===== src/sv/dltq_pkg.sv =====
// Shared types and codes for the delta-list timer queue.
// No dependencies.
`default_nettype none

package dltq_pkg;

	typedef enum logic [1:0] {
		KIND_EXPIRED = 2'd0,
		KIND_ACCEPT  = 2'd1,
		KIND_REJECT  = 2'd2
	} kind_t;

	localparam logic REQ_TICK   = 1'b0;
	localparam logic REQ_INSERT = 1'b1;

endpackage

`default_nettype wire


===== src/sv/dltq_store.sv =====
// Circular entry store of the timer queue: delta and id per entry, addressed
// relative to the head pointer. One write and one registered read per cycle.
// Depends on nothing.
`default_nettype none

module dltq_store #(
	parameter int DEPTH      = 16,
	parameter int TIME_WIDTH = 16,
	parameter int ID_WIDTH   = 8,
	localparam int PW        = (DEPTH > 1) ? $clog2(DEPTH) : 1
) (
	input  wire logic                  clk,
	input  wire logic                  arst_n,
	input  wire logic                  pop,
	input  wire logic                  rd_en,
	input  wire logic [PW-1:0]         rd_idx,
	input  wire logic                  wr_en,
	input  wire logic [PW-1:0]         wr_idx,
	input  wire logic [TIME_WIDTH-1:0] wr_delta,
	input  wire logic [ID_WIDTH-1:0]   wr_id,
	output logic      [TIME_WIDTH-1:0] rd_delta,
	output logic      [ID_WIDTH-1:0]   rd_id
);

	logic [TIME_WIDTH-1:0] delta_mem [DEPTH];
	logic [ID_WIDTH-1:0]   id_mem    [DEPTH];
	logic [PW-1:0]         head_q;
	logic [PW:0]           rd_sum, wr_sum, head_sum;
	logic [PW-1:0]         rd_addr, wr_addr, head_next;

	always_comb begin
		rd_sum   = {1'b0, head_q} + {1'b0, rd_idx};
		wr_sum   = {1'b0, head_q} + {1'b0, wr_idx};
		head_sum = {1'b0, head_q} + (PW+1)'(1);
		rd_addr  = (rd_sum >= (PW+1)'(DEPTH)) ? PW'(rd_sum - (PW+1)'(DEPTH)) : rd_sum[PW-1:0];
		wr_addr  = (wr_sum >= (PW+1)'(DEPTH)) ? PW'(wr_sum - (PW+1)'(DEPTH)) : wr_sum[PW-1:0];
		head_next = (head_sum >= (PW+1)'(DEPTH)) ? '0 : head_sum[PW-1:0];
	end

	always_ff @(posedge clk or negedge arst_n) begin
		if (!arst_n) begin
			head_q <= '0;
		end else if (pop) begin
			head_q <= head_next;
		end
	end

	always_ff @(posedge clk) begin
		if (wr_en) begin
			delta_mem[wr_addr] <= wr_delta;
			id_mem[wr_addr]    <= wr_id;
		end
	end

	always_ff @(posedge clk) begin
		if (rd_en) begin
			rd_delta <= delta_mem[rd_addr];
			rd_id    <= id_mem[rd_addr];
		end
	end

endmodule

`default_nettype wire


===== src/sv/delta_list_timer_queue_unit.sv =====
// Delta-list timer queue: sequencer, one compare/subtract unit, output register.
// Depends on dltq_pkg and dltq_store.
//
// Usage:
//   Input stream s_axis: tuser selects the request (tick or insert), tdata
//   carries the delay and the event id of an insert. One request is worked
//   on at a time; s_axis_tready is high only while the sequencer is idle.
//   Output stream m_axis: tuser gives the result kind (expired, accepted,
//   rejected), tdata the event id, tlast marks the final result of a request.
//   Sequencing: an insert walks the list over the single memory read port, a
//   read and a compare state per passed entry, then moves every following
//   entry down one slot with a read and a write state each, and registers its
//   result in the place state. A tick that only counts the head down is done
//   in the cycle after its transfer; a tick that expires events registers them
//   one at a time in list order. A tick on an empty queue returns nothing and
//   leaves s_axis_tready high. s_axis_tready is high again in the same cycle
//   as m_axis_tvalid of the last result of a request.
//   While the receiver stalls, the sequencer holds in the state that produces
//   the next result; a new request is taken when only the last result waits.
//   Reset empties the queue at once; the store contents need no clearing.
`default_nettype none

module delta_list_timer_queue_unit
	import dltq_pkg::*;
#(
	parameter int DEPTH      = 16,
	parameter int TIME_WIDTH = 16,
	parameter int ID_WIDTH   = 8,
	localparam int IBW       = ((TIME_WIDTH + ID_WIDTH + 7) / 8) * 8,
	localparam int OBW       = ((ID_WIDTH + 7) / 8) * 8
) (
	input  wire logic           clk,
	input  wire logic           arst_n,
	input  wire logic           s_axis_tvalid,
	output logic                s_axis_tready,
	input  wire logic [IBW-1:0] s_axis_tdata,   // delay, event_id
	input  wire logic           s_axis_tuser,   // req_type
	output logic                m_axis_tvalid,
	input  wire logic           m_axis_tready,
	output logic      [OBW-1:0] m_axis_tdata,   // out_event
	output logic      [1:0]     m_axis_tuser,   // kind
	output logic                m_axis_tlast
);

	localparam int PW = (DEPTH > 1) ? $clog2(DEPTH) : 1;
	localparam int CW = $clog2(DEPTH + 1);

	typedef enum logic [9:0] {
		S_IDLE     = 10'b00_0000_0001,
		S_WALK_RD  = 10'b00_0000_0010,
		S_WALK_CMP = 10'b00_0000_0100,
		S_SHIFT_RD = 10'b00_0000_1000,
		S_SHIFT_WR = 10'b00_0001_0000,
		S_PLACE    = 10'b00_0010_0000,
		S_REJECT   = 10'b00_0100_0000,
		S_TICK_CMP = 10'b00_1000_0000,
		S_EXP_CHK  = 10'b01_0000_0000,
		S_EXP_CMP  = 10'b10_0000_0000
	} state_t;

	state_t                state_q;
	logic [CW-1:0]         count_q, pos_q, i_q;
	logic [TIME_WIDTH-1:0] d_q, fol_q;
	logic [ID_WIDTH-1:0]   ev_q, pend_q;

	logic                  m_valid_q, m_last_q;
	kind_t                 m_kind_q;
	logic [ID_WIDTH-1:0]   m_ev_q;

	logic                  in_xfer, out_free, out_load;
	logic [TIME_WIDTH-1:0] in_delay;
	logic [ID_WIDTH-1:0]   in_id;
	logic [CW-1:0]         i_dec, pos_inc;

	logic                  mem_pop, mem_rd_en, mem_wr_en;
	logic [PW-1:0]         mem_rd_idx, mem_wr_idx;
	logic [TIME_WIDTH-1:0] mem_wr_delta, rd_delta;
	logic [ID_WIDTH-1:0]   mem_wr_id, rd_id;

	assign s_axis_tready = (state_q == S_IDLE);
	assign in_xfer       = s_axis_tvalid && s_axis_tready;
	assign in_delay      = s_axis_tdata[TIME_WIDTH-1:0];
	assign in_id         = s_axis_tdata[TIME_WIDTH+ID_WIDTH-1:TIME_WIDTH];
	assign out_free      = !m_valid_q || m_axis_tready;
	assign i_dec         = i_q - CW'(1);
	assign pos_inc       = pos_q + CW'(1);

	assign m_axis_tvalid = m_valid_q;
	assign m_axis_tdata  = OBW'(m_ev_q);
	assign m_axis_tuser  = m_kind_q;
	assign m_axis_tlast  = m_last_q;

	always_comb begin
		mem_pop      = 1'b0;
		mem_rd_en    = 1'b0;
		mem_rd_idx   = '0;
		mem_wr_en    = 1'b0;
		mem_wr_idx   = '0;
		mem_wr_delta = rd_delta;
		mem_wr_id    = rd_id;
		out_load     = 1'b0;
		unique case (state_q)
			S_IDLE: begin
				mem_rd_en = in_xfer && (count_q != '0);
			end
			S_WALK_RD: begin
				mem_rd_en  = (pos_q != count_q);
				mem_rd_idx = pos_q[PW-1:0];
			end
			S_SHIFT_RD: begin
				mem_rd_en  = 1'b1;
				mem_rd_idx = i_dec[PW-1:0];
			end
			S_SHIFT_WR: begin
				mem_wr_en  = 1'b1;
				mem_wr_idx = i_q[PW-1:0];
				if (i_q == pos_inc) begin
					mem_wr_delta = fol_q;
				end
			end
			S_PLACE: begin
				mem_wr_en    = out_free;
				mem_wr_idx   = pos_q[PW-1:0];
				mem_wr_delta = d_q;
				mem_wr_id    = ev_q;
				out_load     = out_free;
			end
			S_REJECT: begin
				out_load = out_free;
			end
			S_TICK_CMP: begin
				if (rd_delta > TIME_WIDTH'(1)) begin
					mem_wr_en    = 1'b1;
					mem_wr_delta = rd_delta - TIME_WIDTH'(1);
				end else begin
					mem_pop = 1'b1;
				end
			end
			S_EXP_CHK: begin
				mem_rd_en = (count_q != '0);
				out_load  = (count_q == '0) && out_free;
			end
			S_EXP_CMP: begin
				mem_pop  = out_free && (rd_delta == '0);
				out_load = out_free;
			end
			default: begin
			end
		endcase
	end

	always_ff @(posedge clk or negedge arst_n) begin
		if (!arst_n) begin
			state_q   <= S_IDLE;
			count_q   <= '0;
			m_valid_q <= 1'b0;
		end else begin
			m_valid_q <= out_load || (m_valid_q && !m_axis_tready);
			unique case (state_q)
				S_IDLE: begin
					if (in_xfer) begin
						if (s_axis_tuser == REQ_INSERT) begin
							if (count_q == CW'(DEPTH)) begin
								state_q <= S_REJECT;
							end else if (count_q == '0) begin
								state_q <= S_PLACE;
							end else begin
								state_q <= S_WALK_CMP;
							end
						end else if (count_q != '0) begin
							state_q <= S_TICK_CMP;
						end
					end
				end
				S_WALK_RD: begin
					state_q <= (pos_q == count_q) ? S_PLACE : S_WALK_CMP;
				end
				S_WALK_CMP: begin
					state_q <= (d_q > rd_delta) ? S_WALK_RD : S_SHIFT_RD;
				end
				S_SHIFT_RD: begin
					state_q <= S_SHIFT_WR;
				end
				S_SHIFT_WR: begin
					state_q <= (i_dec == pos_q) ? S_PLACE : S_SHIFT_RD;
				end
				S_PLACE: begin
					if (out_free) begin
						count_q <= count_q + CW'(1);
						state_q <= S_IDLE;
					end
				end
				S_REJECT: begin
					if (out_free) begin
						state_q <= S_IDLE;
					end
				end
				S_TICK_CMP: begin
					if (rd_delta > TIME_WIDTH'(1)) begin
						state_q <= S_IDLE;
					end else begin
						count_q <= count_q - CW'(1);
						state_q <= S_EXP_CHK;
					end
				end
				S_EXP_CHK: begin
					if (count_q != '0) begin
						state_q <= S_EXP_CMP;
					end else if (out_free) begin
						state_q <= S_IDLE;
					end
				end
				S_EXP_CMP: begin
					if (out_free) begin
						if (rd_delta == '0) begin
							count_q <= count_q - CW'(1);
							state_q <= S_EXP_CHK;
						end else begin
							state_q <= S_IDLE;
						end
					end
				end
				default: begin
					state_q <= S_IDLE;
				end
			endcase
		end
	end

	// payload and working registers
	always_ff @(posedge clk) begin
		unique case (state_q)
			S_IDLE: begin
				d_q   <= in_delay;
				ev_q  <= in_id;
				pos_q <= '0;
			end
			S_WALK_CMP: begin
				if (d_q > rd_delta) begin
					d_q   <= d_q - rd_delta;
					pos_q <= pos_inc;
				end else begin
					fol_q <= rd_delta - d_q;
					i_q   <= count_q;
				end
			end
			S_SHIFT_WR: begin
				i_q <= i_dec;
			end
			S_PLACE: begin
				if (out_free) begin
					m_kind_q <= KIND_ACCEPT;
					m_ev_q   <= ev_q;
					m_last_q <= 1'b1;
				end
			end
			S_REJECT: begin
				if (out_free) begin
					m_kind_q <= KIND_REJECT;
					m_ev_q   <= ev_q;
					m_last_q <= 1'b1;
				end
			end
			S_TICK_CMP: begin
				pend_q <= rd_id;
			end
			S_EXP_CHK: begin
				if (count_q == '0 && out_free) begin
					m_kind_q <= KIND_EXPIRED;
					m_ev_q   <= pend_q;
					m_last_q <= 1'b1;
				end
			end
			S_EXP_CMP: begin
				if (out_free) begin
					m_kind_q <= KIND_EXPIRED;
					m_ev_q   <= pend_q;
					m_last_q <= (rd_delta != '0);
					pend_q   <= rd_id;
				end
			end
			default: begin
			end
		endcase
	end

	dltq_store #(
		.DEPTH      (DEPTH),
		.TIME_WIDTH (TIME_WIDTH),
		.ID_WIDTH   (ID_WIDTH)
	) u_store (
		.clk      (clk),
		.arst_n   (arst_n),
		.pop      (mem_pop),
		.rd_en    (mem_rd_en),
		.rd_idx   (mem_rd_idx),
		.wr_en    (mem_wr_en),
		.wr_idx   (mem_wr_idx),
		.wr_delta (mem_wr_delta),
		.wr_id    (mem_wr_id),
		.rd_delta (rd_delta),
		.rd_id    (rd_id)
	);

endmodule

`default_nettype wire


===== config.mk =====
export PLATFORM = sky130hd
export DESIGN_NAME = delta_list_timer_queue_unit
export DESIGN_NICKNAME = d
export VERILOG_FILES = /design/src/sv/dltq_pkg.sv /design/src/sv/dltq_store.sv /design/src/sv/delta_list_timer_queue_unit.sv
export SDC_FILE = /design/constraint.sdc
export NUM_CORES = 1
export LEC_CHECK = 0
export ABC_CLOCK_PERIOD_IN_PS = 14150
export BUFFER_PORTS_ARGS = -buffer_cell sky130_fd_sc_hd__buf_2
export CAP_MARGIN = 20
export CELL_PAD_IN_SITES_DETAIL_PLACEMENT = 0
export CELL_PAD_IN_SITES_GLOBAL_PLACEMENT = 1
export CORE_MARGIN = 2
export CORE_UTILIZATION = 53
export DETAILED_ROUTE_END_ITERATION = 10
export PLACE_DENSITY = 0.81
export SYNTH_ARGS = -nofsm -noshare
export SYNTH_HDL_FRONTEND = slang
export SYNTH_SLANG_ARGS = --single-unit
export TNS_END_PERCENT = 20

===== constraint.sdc =====
create_clock -name clk -period 14.15 [get_ports clk]
set_input_delay 2.83 -clock clk [delete_from_list [all_inputs] [get_ports clk]]
set_output_delay 2.83 -clock clk [all_outputs]
set_load 0.02 [all_outputs]

==> results of run 1 <==
metrics by stage:
stage          std cells  utilization, %
5_1_grt             2018           60.36
6_report            2018           60.36
3_5_place_dp        1920           55.81
3_3_place_gp        1920           55.81
2_1_floorplan       1385               -
4_1_cts             2014           60.24
where the power goes:
part,switching [mW],internal [mW]
registers,0.130,1.94
clock network,0.584,0.897
logic,0.828,0.448
total,1.54,3.28
flip-flops by register name, indices dropped and copies added, names as in the netlist, 8 cells and up:
name               flops
d_q                   16
ev_q                   8
fol_q                 16
m_axis_tdata           8
pend_q                 8
state_q               10
u_store.delta_mem    256
u_store.id_mem       128
u_store.rd_delta      16
u_store.rd_id          8
placed cells by master, fill, tap and decap left out, types with 8 or more instances in the layout:
cell / n
a211oi_1: 10
a21o_1: 16
a21oi_1: 45
a31oi_1: 13
buf_2: 41
buf_4: 26
bufinv_16: 13
clkbuf_1: 9
clkbuf_16: 50
clkinv_2: 8
dfrtp_1: 19
edfxtp_1: 477
ha_1: 44
inv_1: 43
mux2_2: 19
mux4_1: 8
mux4_2: 112
nand2_1: 70
nand3_1: 29
nand4_1: 12
nor2_1: 57
nor2_2: 9
nor2_4: 9
nor2b_1: 12
nor3_1: 26
o21a_1: 13
o21ai_0: 61
o31ai_1: 9
or4_1: 10
xnor2_1: 31
xor2_1: 19
cells by family after synthesis:
logic type,share of synthesized area [%]
adder cells (fa/ha/maj),2.936
flip-flops,65.65
buffers and inverters,2.066
AO/OA/AOI/OAI,6.759
multiplexers,13.14
XOR/XNOR,2.332
AND/OR/NAND/NOR,7.125
layout make-up:
class / count / area, um2
well taps: 539 / 674.4
inverters: 43 / 161.4
flip-flops and latches: 497 / 14830
clock buffers: 59 / 1285
repair buffers: 68 / 427.9
fillers: 3022 / 16670
multi-input cells: 777 / 7422
clock inverters: 35 / 578.1
metal layers:
metal  up-vias  global-route usage [%]
met5         -                       0
met4         0                   8.184
met2       549                   39.78
met1      6594                   33.99
li1       5652                       -
met3       112                   3.695
worst max path at each step:
| stage | endpoint | depth (start not counted) |
|---|---|---|
| final | s_axis_tready | 4 |
| after CTS | s_axis_tready | 4 |
| after global placement | s_axis_tready | 4 |
| after detailed placement | s_axis_tready | 4 |
| after floorplan | u_store.delta_mem[4][0] | 5 |
| after global routing | s_axis_tready | 4 |
worst max-delay path, delay by kind of cell, from the launching register on:
family	cells	cell delay [ps]
buffers and inverters	1	280
DFF	1	500
and+or+nand+nor	3	1750
==> qor.yml, run 1 <==
grt:
  grt_overflow: 0
  first_global_vias: 12838
  grt_pass1_wl_um: 79870
  antenna_found_initial: 0
  grt_max_degree: 79
  grt_use_total_pct: 24.35
sta:
  slew_violations: 0
  finalWorstSetupSlack_ps: 8188
  fin_hold_ws_ps: 448.3
  relSlewSlack_pct: 21.80
  worstMarginPinSlew_ps: 1173
  post-route-min-period_ps: 5962
  rsz0062_at_grt: "false"
  fmax_ghz: 0.1677
  fin_skew_ps: 33.68
  setup_violations: 0
  hold_viol: 0
  fin_crit_sh_pct: 42.13
  setup_tns_ps: 0
floorplanning:
  die-area_um2: 44280
  rows: 75
  start_util_pct: 53.72
  io_pins: 42
  coreArea_um2: 42040
  die_x_um: 210.4
  die_y_um: 210.4
job:
  drv_cap: 0
yosys:
  syn-num-nets: 1464
  synthTopCellsByArea: "edfxtp_1 (63%), mux4_2 (11%), ha_1 (2.5%)"
  yosysTopAreaCell: "edfxtp_1"
  synth_cells: 1385
  synthFlopType: "edfxtp_1"
  yosys.area.top_type_share_pct: 63.42
  ys_ff_latch: 497
  yosysSeqAreaShare_pct: 65.65
  ys_types: 78
  syn_area_um2: 22580
  yosys_warnings: 0
  synth_edf_count: 477
  syn_area_per_cell_um2: 16.31
  synthTopCellsByCount: "edfxtp_1 (477), mux4_2 (112), nor2_1 (74)"
  async_flop_share_pct: 4.024
  synth.most_common_cell: "edfxtp_1"
place:
  dp_worst_setup_slack_ps: 8859
  dpl_cell_area_um2: 23460
  place.gp.congestion: 0.8807
  numPortBuffers: 41
  dp_hpwl_um: 31970
worst_hold_path:
  min_from: "u_store.rd_id[6]"
  hold_end: "pend_q[6]"
  whs_path_depth: 0
  min_path_type: "reg -> reg"
critical_path:
  critPathKind: "reg -> out"
  worstPathArrival_ps: 3130
  r2r_start: "state_q[1]"
  rr_endpoint: "u_store.delta_mem[13][9]"
  required_ps: 11320
  r2r_setup_slack_ps: 8980
  r2r_cells: 11
  critical_path.cell_chain: "nor4_2, and2_0, and4b_1, buf_2"
  endpoint_kind: "primary output"
  cpMaxStageDelayCell: "nor4_2"
  start_kind: "flip-flop"
  critPathMaxFanout: 16
  crit_start: "state_q[5]"
  crit_path_max_incr_delay_ps: 740
clock_tree:
  cts-buffers-inserted: 50
  cts_root_buf: "clkbuf_16"
  path_clk_slew_ps: 60
  numClockSinks: 497
  htree_levels: 2
  cts_buffer_depth: 3
  post-cts-setup-buffer-count: 0
  insertion_delay_ps: 610
  hold_buffers: 0
  cts_tree: "done"
  ctsResizeCount: 0
final_layout:
  antennaDiodeCount: 0
  layout-drive-gt1-share_pct: 22.18
  fin_area_um2: 25370
  nNetsFinal: 1516
  area_delta_synth_final_pct: 12.35
drt:
  drt-total-wl_um: 52550
  routed.top_layer: "met4"
  wl_met3_um: 3499
  wl_per_cell_um: 26.04
  vias: 12907
  drt_pass1_iterations: 5
  drt_iter0_drc: 1311
  viasPerCell: 6.396
  route.antenna.remaining_nets: 0
  wl_met1_um: 21610
  routed-wl-met2_um: 25630
  route.detailed.drc: 0
pwr:
  finalPower_mw: 4.824
  ir_drop_mv: 0.1187
  powerDensity_nw_per_um2: 190.1
  leakagePower_nw: 8.462
status:
  outcome: "finished clean"
No activity file was read; power rests on OpenSTA's default activity.
==> inputs of run 2 (changes only) <==
Settings changed: ABC_AREA set to 1, ABC_CLOCK_PERIOD_IN_PS 14150 to 6100, CORE_UTILIZATION 53 to 50, PLACE_DENSITY 0.81 to 0.82.
Clock period 14.15 ns to 6.1 ns, I/O delays scaled along.
==> run 2 against run 1 <==
The run now ends with DRC left. Sequential share of layout area down 1.3 points. Critical path depth up 6. Utilization down 4.7 points. Synthesized cell count up 68%. Synthesized area up 4.7%. Sequential power up 130%. Sequential cell count unchanged. Count of clock-buffer cells in the layout down 3. Setup slack worse by 6200 ps. Worst hold slack better by 1.9 ps. Routed wire length up 16%. Largest cell class unchanged. Highest routed layer unchanged.
==> qor.yml, run 2 <==
critical_path:
  worstPathArrival_ps: 4340  # +1210 ps
  r2r_cells: 10  # -1
  rr_endpoint: "u_store.delta_mem[9][0]"
  r2r_setup_slack_ps: 1970  # -7010 ps
  crit_start: "state_q[8]"
  start_kind: "flip-flop"
  critPathMaxFanout: 24  # +8
  r2r_start: "state_q[8]"
  crit_end: "u_store.delta_mem[9][0]"
  critPathKind: "reg -> reg"
  endpoint_kind: "flip-flop"
  required_ps: 6300  # -5020 ps
place:
  dp.cells: 2887  # +50%
  place.gp.congestion: 0.9125  # +3.6%
  dp_hpwl_um: 38880  # +22%
  dp_worst_setup_slack_ps: 2048  # -6811 ps
  dpl_cell_area_um2: 24450  # +4.2%
  numPortBuffers: 41  # unchanged
final_layout:
  layout_commonest_cell: "edfxtp_1"
  reg_top3: "u_store.delta_mem (256), u_store.id_mem (128)"
  area_delta_synth_final_pct: 9.866
  stdcell_count: 2974  # +47%
  antennaDiodeCount: 0  # unchanged
  largest_reg_flops: 256  # unchanged
  layout_common_cells: "edfxtp_1 (477), nand2_1 (405), nor2_1 (326), o21ai_0 (322), inv_1 (197)"
  nNetsFinal: 2413  # +59%
  largest_register: "u_store.delta_mem"
  fin_area_um2: 25970  # +2.4%
  layout-drive-gt1-share_pct: 8.196  # -14 points
yosys:
  synth.most_common_cell: "edfxtp_1"
  ys_ff_latch: 497  # unchanged
  yosys_warnings: 0  # unchanged
  yosys.area.top_type_share_pct: 60.59  # -2.8 points
  synthFlopType: "edfxtp_1"
  yosysSeqAreaShare_pct: 62.71  # -2.9 points
  synth_edf_count: 477  # unchanged
  synthTopCellsByCount: "edfxtp_1 (477), nand2_1 (405), nor2_1 (342)"
  ys_types: 46  # -41%
  async_flop_share_pct: 4.024  # unchanged
  synthTopCellsByArea: "edfxtp_1 (61%), o21ai_0 (6.8%), nand2_1 (6.4%)"
  yosysTopAreaCell: "edfxtp_1"
  syn-num-nets: 2403  # +64%
  synth_cells: 2324  # +68%
  syn_area_per_cell_um2: 10.17  # -38%
  syn_area_um2: 23640  # +4.7%
sta:
  fin_hold_ws_ps: 450.2  # +1.928 ps
  slew_violations: 0  # unchanged
  post-route-min-period_ps: 4134
  fmax_ghz: 0.2419
  setup_tns_ps: 0  # unchanged
  rsz0062_at_grt: "false"
  finalWorstSetupSlack_ps: 1966  # -6222 ps
  setup_violations: 0  # unchanged
  hold_viol: 0  # unchanged
  fin_skew_ps: 22.17  # -11.51 ps
  fin_crit_sh_pct: 67.76
  worstMarginPinSlew_ps: 1074  # -99.30 ps
  relSlewSlack_pct: 28.22  # +6.4 points
drt:
  wl_met1_um: 26770  # +24%
  drt_pass1_iterations: 8  # +3
  wl_met3_um: 4388  # +25%
  routed-wl-met2_um: 28440  # +11%
  wl_per_cell_um: 20.43  # -22%
  routed.top_layer: "met4"
  drt-total-wl_um: 60760  # +16%
  drt_iter0_drc: 1739  # +33%
  vias: 16721  # +30%
  viasPerCell: 5.622  # -12%
  route.detailed.drc: 4  # +4
  route.antenna.remaining_nets: 0  # unchanged
clock_tree:
  cts-buffers-inserted: 50  # unchanged
  post-cts-setup-buffer-count: 0  # unchanged
  ctsResizeCount: 0  # unchanged
  cts_buffer_depth: 3  # unchanged
  hold_buffers: 0  # unchanged
  cts_tree: "done"
  path_clk_slew_ps: 60  # about the same
  insertion_delay_ps: 600  # about the same
  htree_levels: 2  # unchanged
  numClockSinks: 497  # unchanged
  cts_root_buf: "clkbuf_16"
job:
  drv_cap: 0  # unchanged
grt:
  first_global_vias: 15893  # +24%
  antenna_found_initial: 0  # unchanged
  grt_max_degree: 84  # +6.3%
  grt_use_total_pct: 24.88  # +0.53 points
  grt_overflow: 0  # unchanged
  grt_pass1_wl_um: 93500  # +17%
pwr:
  powerDensity_nw_per_um2: 420.7  # +120%
  leakagePower_nw: 9.797  # +16%
  ir_drop_mv: 0.2240  # +89%
floorplanning:
  rows: 79  # +5.3%
  start_util_pct: 50.67  # -3.0 points
  io_pins: 42  # unchanged
  die_y_um: 221.4  # +5.2%
  die-area_um2: 49040  # +11%
  die_x_um: 221.4  # +5.2%
  coreArea_um2: 46650  # +11%
worst_hold_path:
  min_path_type: "reg -> reg"
  whs_path_depth: 0  # unchanged
status:
  outcome: "finished, violations left"
  violations: "DRC"
run 2: how the worst min path moves through the flow:
stage	startpoint	to
after floorplan	u_store.rd_id[0]	pend_q[0]
after global placement	u_store.rd_id[4]	pend_q[4]
after detailed placement	u_store.rd_id[4]	pend_q[4]
after CTS	u_store.rd_id[4]	pend_q[4]
after global routing	u_store.rd_id[4]	pend_q[4]
final	u_store.rd_id[6]	pend_q[6]
run 2: kinds of logic (layout without fill, tap and decap cells):
group | after synthesis | in the layout | synth area share (%)
buffers and inverters | 312 | 355 | 5.414
adder cells (fa/ha/maj) | 50 | 50 | 2.805
AND/OR/NAND/NOR | 967 | 967 | 17.21
multiplexers | 24 | 24 | 1.016
flip-flops | 497 | 497 | 62.71
AO/OA/AOI/OAI | 441 | 441 | 9.622
XOR/XNOR | 33 | 33 | 1.223
run 2: layer usage:
layer | global-route usage [%] | vias to the layer above
met5 | 0 | -
met3 | 4.090 | 86
met2 | 40.53 | 572
met1 | 35.33 | 8055
li1 | - | 8008
met4 | 5.602 | 0
run 2: final cells by class:
type | instances | area (um2)
clock inverter | 29 | 229.0
inverter | 203 | 765.7
timing repair buffer | 67 | 425.4
fill | 3957 | 20680
tap | 607 | 759.5
clock buffer | 56 | 1274
sequential | 497 | 14830
multi-input combinational | 1515 | 7694
run 2: critical path, stage by stage, from the launching register on:
cell and delay, ps:
dfrtp_1 430, nor2_4 250, nand2_1 120, inv_1 100, nand2_1 420, o22ai_1 330
ha_1 240, fa_1 510, inv_1 110, nand3_1 320, nor2_4 880
run 2: through the flow:
step | total power [mW] | utilization, %
floorplan | 6.918 | -
global placement | 8.013 | 52.42
detailed placement | 8.047 | 52.42
CTS | 10.94 | 55.64
global route | 11.50 | 55.67
finish | 10.93 | 55.67
run 2: power breakdown:
group | internal [mW] | switching [mW] | total (mW) | leakage, nW
registers | 4.53 | 0.286 | 4.81 | 4.59
clock network | 1.62 | 1.27 | 2.89 | 0.735
logic | 0.903 | 2.32 | 3.22 | 4.47
total | 7.05 | 3.88 | 10.9 | 9.80
